===== src/design/assert_macros.svh =====
// Assertion macros used by the bounded multi-stack buffer controller.
// Depends on nothing; the including module must provide clk and rst_n.
`ifndef ASSERT_MACROS_SVH
`define ASSERT_MACROS_SVH

`ifndef NO_ASSERTIONS

// Checked at every clock edge outside reset.
`define BMS_ASSERT(label, prop, msg) \
    label: assert property (@(posedge clk) disable iff (!rst_n) prop) else $error(msg);

// Checked at every clock edge, reset included.
`define BMS_ASSERT_ALWAYS(label, prop, msg) \
    label: assert property (@(posedge clk) prop) else $error(msg);

`else

`define BMS_ASSERT(label, prop, msg)
`define BMS_ASSERT_ALWAYS(label, prop, msg)

`endif

`endif


===== src/design/bmsb_pkg.sv =====
// Package for the bounded multi-stack buffer: sizes, codes and shared types.
// Used by bmsb_ctrl, bmsb_datapath and bounded_multi_stack_buffer_top.
package bmsb_pkg;

    localparam int NUM_STACKS = 16;
    localparam int MAX_DEPTH  = 16;
    localparam int VALUE_BITS = 32;

    localparam int KIND_W   = 2;
    localparam int DATA_W   = 32;
    localparam int INDEX_W  = 8;
    localparam int STATUS_W = 2;
    localparam int CAP_W    = 5;

    localparam logic [CAP_W-1:0] CAP_RESET = CAP_W'(16);

    localparam int STK_W  = $clog2(NUM_STACKS);
    localparam int CNT_W  = $clog2(MAX_DEPTH + 1);
    localparam int CMP_W  = (CAP_W > CNT_W) ? CAP_W : CNT_W;
    localparam int ADDR_W = (NUM_STACKS * MAX_DEPTH > 1) ? $clog2(NUM_STACKS * MAX_DEPTH) : 1;
    localparam int SLOTS  = NUM_STACKS * MAX_DEPTH;

    typedef enum logic [KIND_W-1:0] {
        KIND_PUSH    = 2'd0,
        KIND_POP     = 2'd1,
        KIND_POP_AT  = 2'd2
    } kind_t;

    typedef enum logic [STATUS_W-1:0] {
        STAT_DONE  = 2'd0,
        STAT_EMPTY = 2'd1,
        STAT_FULL  = 2'd2,
        STAT_RANGE = 2'd3
    } status_t;

    typedef enum logic [1:0] {
        S_IDLE,
        S_ACCESS,
        S_FINISH
    } state_t;

    typedef struct packed {
        logic capture;
        logic execute;
        logic load_out;
    } cmd_t;

endpackage


===== src/design/bmsb_ctrl.sv =====
// Controller state machine of the bounded multi-stack buffer.
// Depends on bmsb_pkg and assert_macros.svh; drives bmsb_datapath through cmd_t.
`include "assert_macros.svh"

module bmsb_ctrl (
    input  logic          clk,
    input  logic          rst_n,
    input  logic          in_valid,
    output logic          in_ready,
    output logic          out_valid,
    input  logic          out_ready,
    output bmsb_pkg::cmd_t cmd
);

    bmsb_pkg::state_t state_reg;
    bmsb_pkg::state_t state_next;
    logic             out_valid_reg;
    logic             out_valid_next;
    logic             out_free;

    assign out_free = !out_valid_reg || out_ready;

    always_comb
    begin
        state_next = state_reg;
        unique case (state_reg)
            bmsb_pkg::S_IDLE:
            begin
                if (in_valid)
                begin
                    state_next = bmsb_pkg::S_ACCESS;
                end
            end
            bmsb_pkg::S_ACCESS:
            begin
                state_next = bmsb_pkg::S_FINISH;
            end
            bmsb_pkg::S_FINISH:
            begin
                if (out_free)
                begin
                    state_next = in_valid ? bmsb_pkg::S_ACCESS : bmsb_pkg::S_IDLE;
                end
            end
            default:
            begin
                state_next = bmsb_pkg::S_IDLE;
            end
        endcase
    end

    always_comb
    begin
        in_ready     = 1'b0;
        cmd.capture  = 1'b0;
        cmd.execute  = 1'b0;
        cmd.load_out = 1'b0;
        unique case (state_reg)
            bmsb_pkg::S_IDLE:
            begin
                in_ready    = 1'b1;
                cmd.capture = in_valid;
            end
            bmsb_pkg::S_ACCESS:
            begin
                cmd.execute = 1'b1;
            end
            bmsb_pkg::S_FINISH:
            begin
                in_ready     = out_free;
                cmd.load_out = out_free;
                cmd.capture  = out_free && in_valid;
            end
            default:
            begin
                in_ready = 1'b0;
            end
        endcase
    end

    always_comb
    begin
        if (cmd.load_out)
        begin
            out_valid_next = 1'b1;
        end
        else if (out_ready)
        begin
            out_valid_next = 1'b0;
        end
        else
        begin
            out_valid_next = out_valid_reg;
        end
    end

    always_ff @(posedge clk or negedge rst_n)
    begin
        if (!rst_n)
        begin
            state_reg     <= bmsb_pkg::S_IDLE;
            out_valid_reg <= 1'b0;
        end
        else
        begin
            state_reg     <= state_next;
            out_valid_reg <= out_valid_next;
        end
    end

    assign out_valid = out_valid_reg;

    `BMS_ASSERT(a_load_needs_room, cmd.load_out |-> (!out_valid_reg || out_ready), "result overwritten before it was taken")
    `BMS_ASSERT(a_capture_to_access, cmd.capture |=> (state_reg == bmsb_pkg::S_ACCESS), "captured item not executed next")
    `BMS_ASSERT(a_access_one_cycle, (state_reg == bmsb_pkg::S_ACCESS) |=> (state_reg == bmsb_pkg::S_FINISH), "access phase longer than one cycle")
    `BMS_ASSERT(a_single_load, cmd.load_out |=> (state_reg != bmsb_pkg::S_FINISH), "result loaded but item not retired")

endmodule


===== config.mk =====
export PLATFORM = sky130hd
export DESIGN_NAME = bmsb_ctrl
export DESIGN_NICKNAME = d
export VERILOG_FILES = /design/src/design/bmsb_pkg.sv /design/src/design/bmsb_ctrl.sv
export VERILOG_INCLUDE_DIRS = /design/src /design/src/design
export SDC_FILE = /design/constraint.sdc
export NUM_CORES = 1
export LEC_CHECK = 0
export BUFFER_PORTS_ARGS = -buffer_cell sky130_fd_sc_hd__buf_4
export CAP_MARGIN = 20
export CORE_AREA = 2 2 39 41
export CTS_BUF_LIST = sky130_fd_sc_hd__clkbuf_8
export DETAILED_ROUTE_END_ITERATION = 6
export DIE_AREA = 0 0 41 43
export PLACE_DENSITY = 0.3
export SLEW_MARGIN = 20
export SYNTH_ARGS = -nofsm -noshare
export SYNTH_HDL_FRONTEND = slang
export SYNTH_SLANG_ARGS = --single-unit

===== constraint.sdc =====
create_clock -name clk -period 1.9 [get_ports clk]
set_input_delay 0.57 -clock clk [delete_from_list [all_inputs] [get_ports clk]]
set_output_delay 0.57 -clock clk [all_outputs]
set_load 0.02 [all_outputs]

# Word-level counts from Yosys, hierarchy flattened
# Cells that the tools add are included.
[word_totals]
register_bits = 3
wordCells = 22
output_inout_bits = 5
inputBits = 4
[classes]
mux = 10
n_eq_ne = 4
n_reduce_logical = 6
[op_table]
columns = ["operator", "count"]
rows = [
  ["one-hot mux 2 bit (3 select lines)", 1],
  ["two-way mux 1 bit", 5],
  ["two-way mux 2 bit", 2],
  ["inequality test 2 bit, second input constant", 2],
  ["one-hot mux 1 bit (2 select lines)", 2],
  ["== test 2 x 1 -> 1 bit, second input constant", 1],
  ["== test 2 bit, second input constant", 1],
  ["zero test 2 bit", 1],
  ["AND reduction 2 bit", 1],
  ["nonzero test 2 bit", 1],
  ["logical AND 1 bit", 1],
  ["zero test 1 bit", 1],
  ["logical OR 1 bit", 1],
]

# Logic depth before layout (Yosys ltp)
[depth]
ltp_word = 4
ltp_mapped = 3
mapped_depth_nobuf = 2

# Worst setup path before layout
# OpenSTA, ideal clock, no wires.
[synth_timing]
kind = "register to output"
from = "reg out_valid_reg (netlist: out_valid)"
to = "out cmd[2] (netlist bit)"
arrival_ns = 1.010
path_stages_with_launch = 3
t_required_ns = 1.330
path_slack_ns = 0.320
n_path_buf = 0
path_cell_list = "dfrtp_1 -> nor2b_2 -> a21oi_1"
[synth_lines]
columns = ["item", "line_no", "text"]
rows = [
  ["start: declaration", "bmsb_ctrl.sv:17", "logic out_valid_reg;"],
  ["start signal: assignment", "bmsb_ctrl.sv:107", "out_valid_reg <= out_valid_next;"],
  ["end: declaration", "bmsb_ctrl.sv:12", "output bmsb_pkg::cmd_t cmd"],
]

==> impl_metrics.ini <==
[outcome]
outcome = complete, no violations

[power_and_ir_drop]
ir_drop_mv = 0.296
switching_power_mw = 0.0825
internal_power_mw = 0.241
power_frac_seq_pct = 24.9
power.leakage_nw = 0.132
cellPowerDensity_mw_per_mm2 = 1230
comb_power_share_pct = 20.1
p_sw_share_pct = 25.5
pwr-share-clk_pct = 54.9

[floorplanning]
design.core.area_mm2 = 0.00138
initial_core_util_pct = 11.1
io_pins = 9
die_area_mm2 = 0.00176
row_count = 14
die_y_um = 43
fp.dieW_um = 41

[critical_path]
path_max_fanout = 4
rr_worst_depth = 2
regToRegSetupSlack_ps = 1090
cpMaxStageDelayCell = nor2b_2
cp.required_ps = 1330
worstSetupStartpoint = out_ready
critPathLaunchType = input pin
worstReg2RegEnd = state_reg[1]
timing.rr.start = state_reg[0]
cp.arrival_ps = 1100
path_cells = buf_4 > nor2b_2 > a21oi_1 > buf_4
worstSetupPathType = input pin to output pin
cp-end-kind = output pin
timing.critical_path.mode_cell = buf_4
slowest_delay_ps = 160

[sta]
hold_viol_final = 0
post-route-min-period_ps = 1670
fin_crit_sh_pct = 87.9
relSlewSlack_pct = 89.6
skew_ps = 0.983
slew_viol_final = 0
setup_tns_ps = 0
worst_pin_slew_ps = 155
fmax_mhz = 599
grt_setup_unrepaired = false
setup_violations = 0
fin_ws_ps = 230

[placement]
place.gp.congestion = 0.657
dpl.cell_count = 38
portBuffers = 8
place_ws_ps = 224

[cts]
clk_pin_slew_ps = 30
ctsHoldBuffers = 0
cts_buffer_depth = 2
cts_made_buffers = 3
ctsRootBufferMaster = clkbuf_8
htreeDepth = 1
cts_tree = yes
worstSkewPairLatency_ps = 210
cts_setup_buffers = 0
cts.sinks = 3
cts.repair.resized = 0

[worst_hold_path]
hold_path.class = input pin to asynchronous set/reset pin

[drt]
wl_um = 331
via_per_inst = 3.21
antenna_left = 0
vias = 135
wire_per_inst_um = 7.88
dr.first_iter.drc_count = 0
drc = 0
dr.pass1.iters = 1

[finish]
diodes = 0
final_nets = 31
largest_register_ffs = 2
fin_util_pct = 19.1
final_cells = 42
drive_above_1_share_pct = 46.2
synthToLayoutAreaGrowth_pct = 71.5

[global_routing]
grt_pass1_vias = 151
antenna_found_initial = 0
gr-total-overflow = 0
grt_util_all_layers_pct = 5.03
grt_pass1_wl_um = 538
grt_max_degree = 6

[synth]
synth_area_leader_cell = dfrtp_1
synth_commonest_cells = 3 x a21oi_1, 3 x dfrtp_1, 3 x nand2b_1
synthArstFlopShare_pct = 100
synth_warnings = 0
syn_inst = 16
yosys.cell_types.count = 9
ys_seq_area_share_pct = 48.8
syn_nets = 20
syn_area_um2 = 154
synth_top_cell_area_share_pct = 48.8
synth_flop_cell = dfrtp_1
synth_edf_count = 0
synth-seq-cells = 3
yosys-top-cells-area = dfrtp_1 49%, nand2b_1 12%, a21oi_1 9.8%, buf_4 9.8%, nor2b_2 5.7%
syn_area_per_cell_um2 = 9.62

[job]
maxCapViolations = 0
==> metal layers <==
metal | share of wire [%] | routed length (µm) | vias up | GRT usage (%)
li1 | - | - | 70 | -
met3 | 8.5 | 28 | 0 | 3.14
met4 | 0 | 0 | 0 | 6.00
met2 | 53 | 174 | 4 | 5.63
met5 | 0 | 0 | - | 0
met1 | 39 | 128 | 61 | 5.50
==> power by group through the flow <==
stage / Combinational, mW / Clock, mW / Sequential [mW]
6_report: 0.0652 / 0.178 / 0.0806
3_5_place_dp: 0.0664 / 0 / 0.0813
5_1_grt: 0.0713 / 0.191 / 0.0821
3_3_place_gp: 0.0667 / 0 / 0.0813
2_1_floorplan: 0.0383 / 0 / 0.0849
4_1_cts: 0.0665 / 0.184 / 0.0806
==> worst max path at each step <==
| stage | cells past startpoint | endpoint | slack, ps |
|---|---|---|---|
| after floorplan | 2 | cmd[2] | 320 |
| after CTS | 4 | in_ready | 220 |
| after global placement | 4 | cmd[2] | 230 |
| final | 4 | cmd[2] | 230 |
| after detailed placement | 4 | in_ready | 220 |
| after global routing | 4 | cmd[2] | 160 |
==> final cells by class <==
cell class / count / area [µm²]
Fill cell: 159 / 1120
Sequential cell: 3 / 75.1
Multi-Input combinational cell: 11 / 63.8
Timing Repair Buffer: 8 / 60.1
Clock buffer: 3 / 41.3
Tap cell: 16 / 20.0
Clock inverter: 1 / 3.75
==> cell usage in the layout (no fill, tap or decap) <==
master and count:
nor2_1 1, nor2b_1 1, nand2_1 1, inv_1 1, o21bai_1 1, dfrtp_1 3, clkbuf_8 3, nand2b_1 3
a21oi_1 3, buf_4 8, nor2b_2 1
==> cell families after synthesis <==
group | share of synthesized area [%]
flops | 48.8
compound gates | 14.6
buf+inv | 9.75
simple gates | 26.8
==> worst max-delay path, delay by kind of cell <==
family,cells,cell delay [ps]
simple gates,1,160
buf+inv,2,270
compound gates,1,90
==> stage by stage <==
stage                     hold slack, ps  power (mW)  cell area, µm²
after detailed placement             363       0.148             219
after CTS                            135       0.331             264
final                                139       0.323             264
after floorplan                      274       0.123             154
after global routing                 135       0.344             264
after global placement               362       0.148             219
Power figures use the tool's default switching activity.
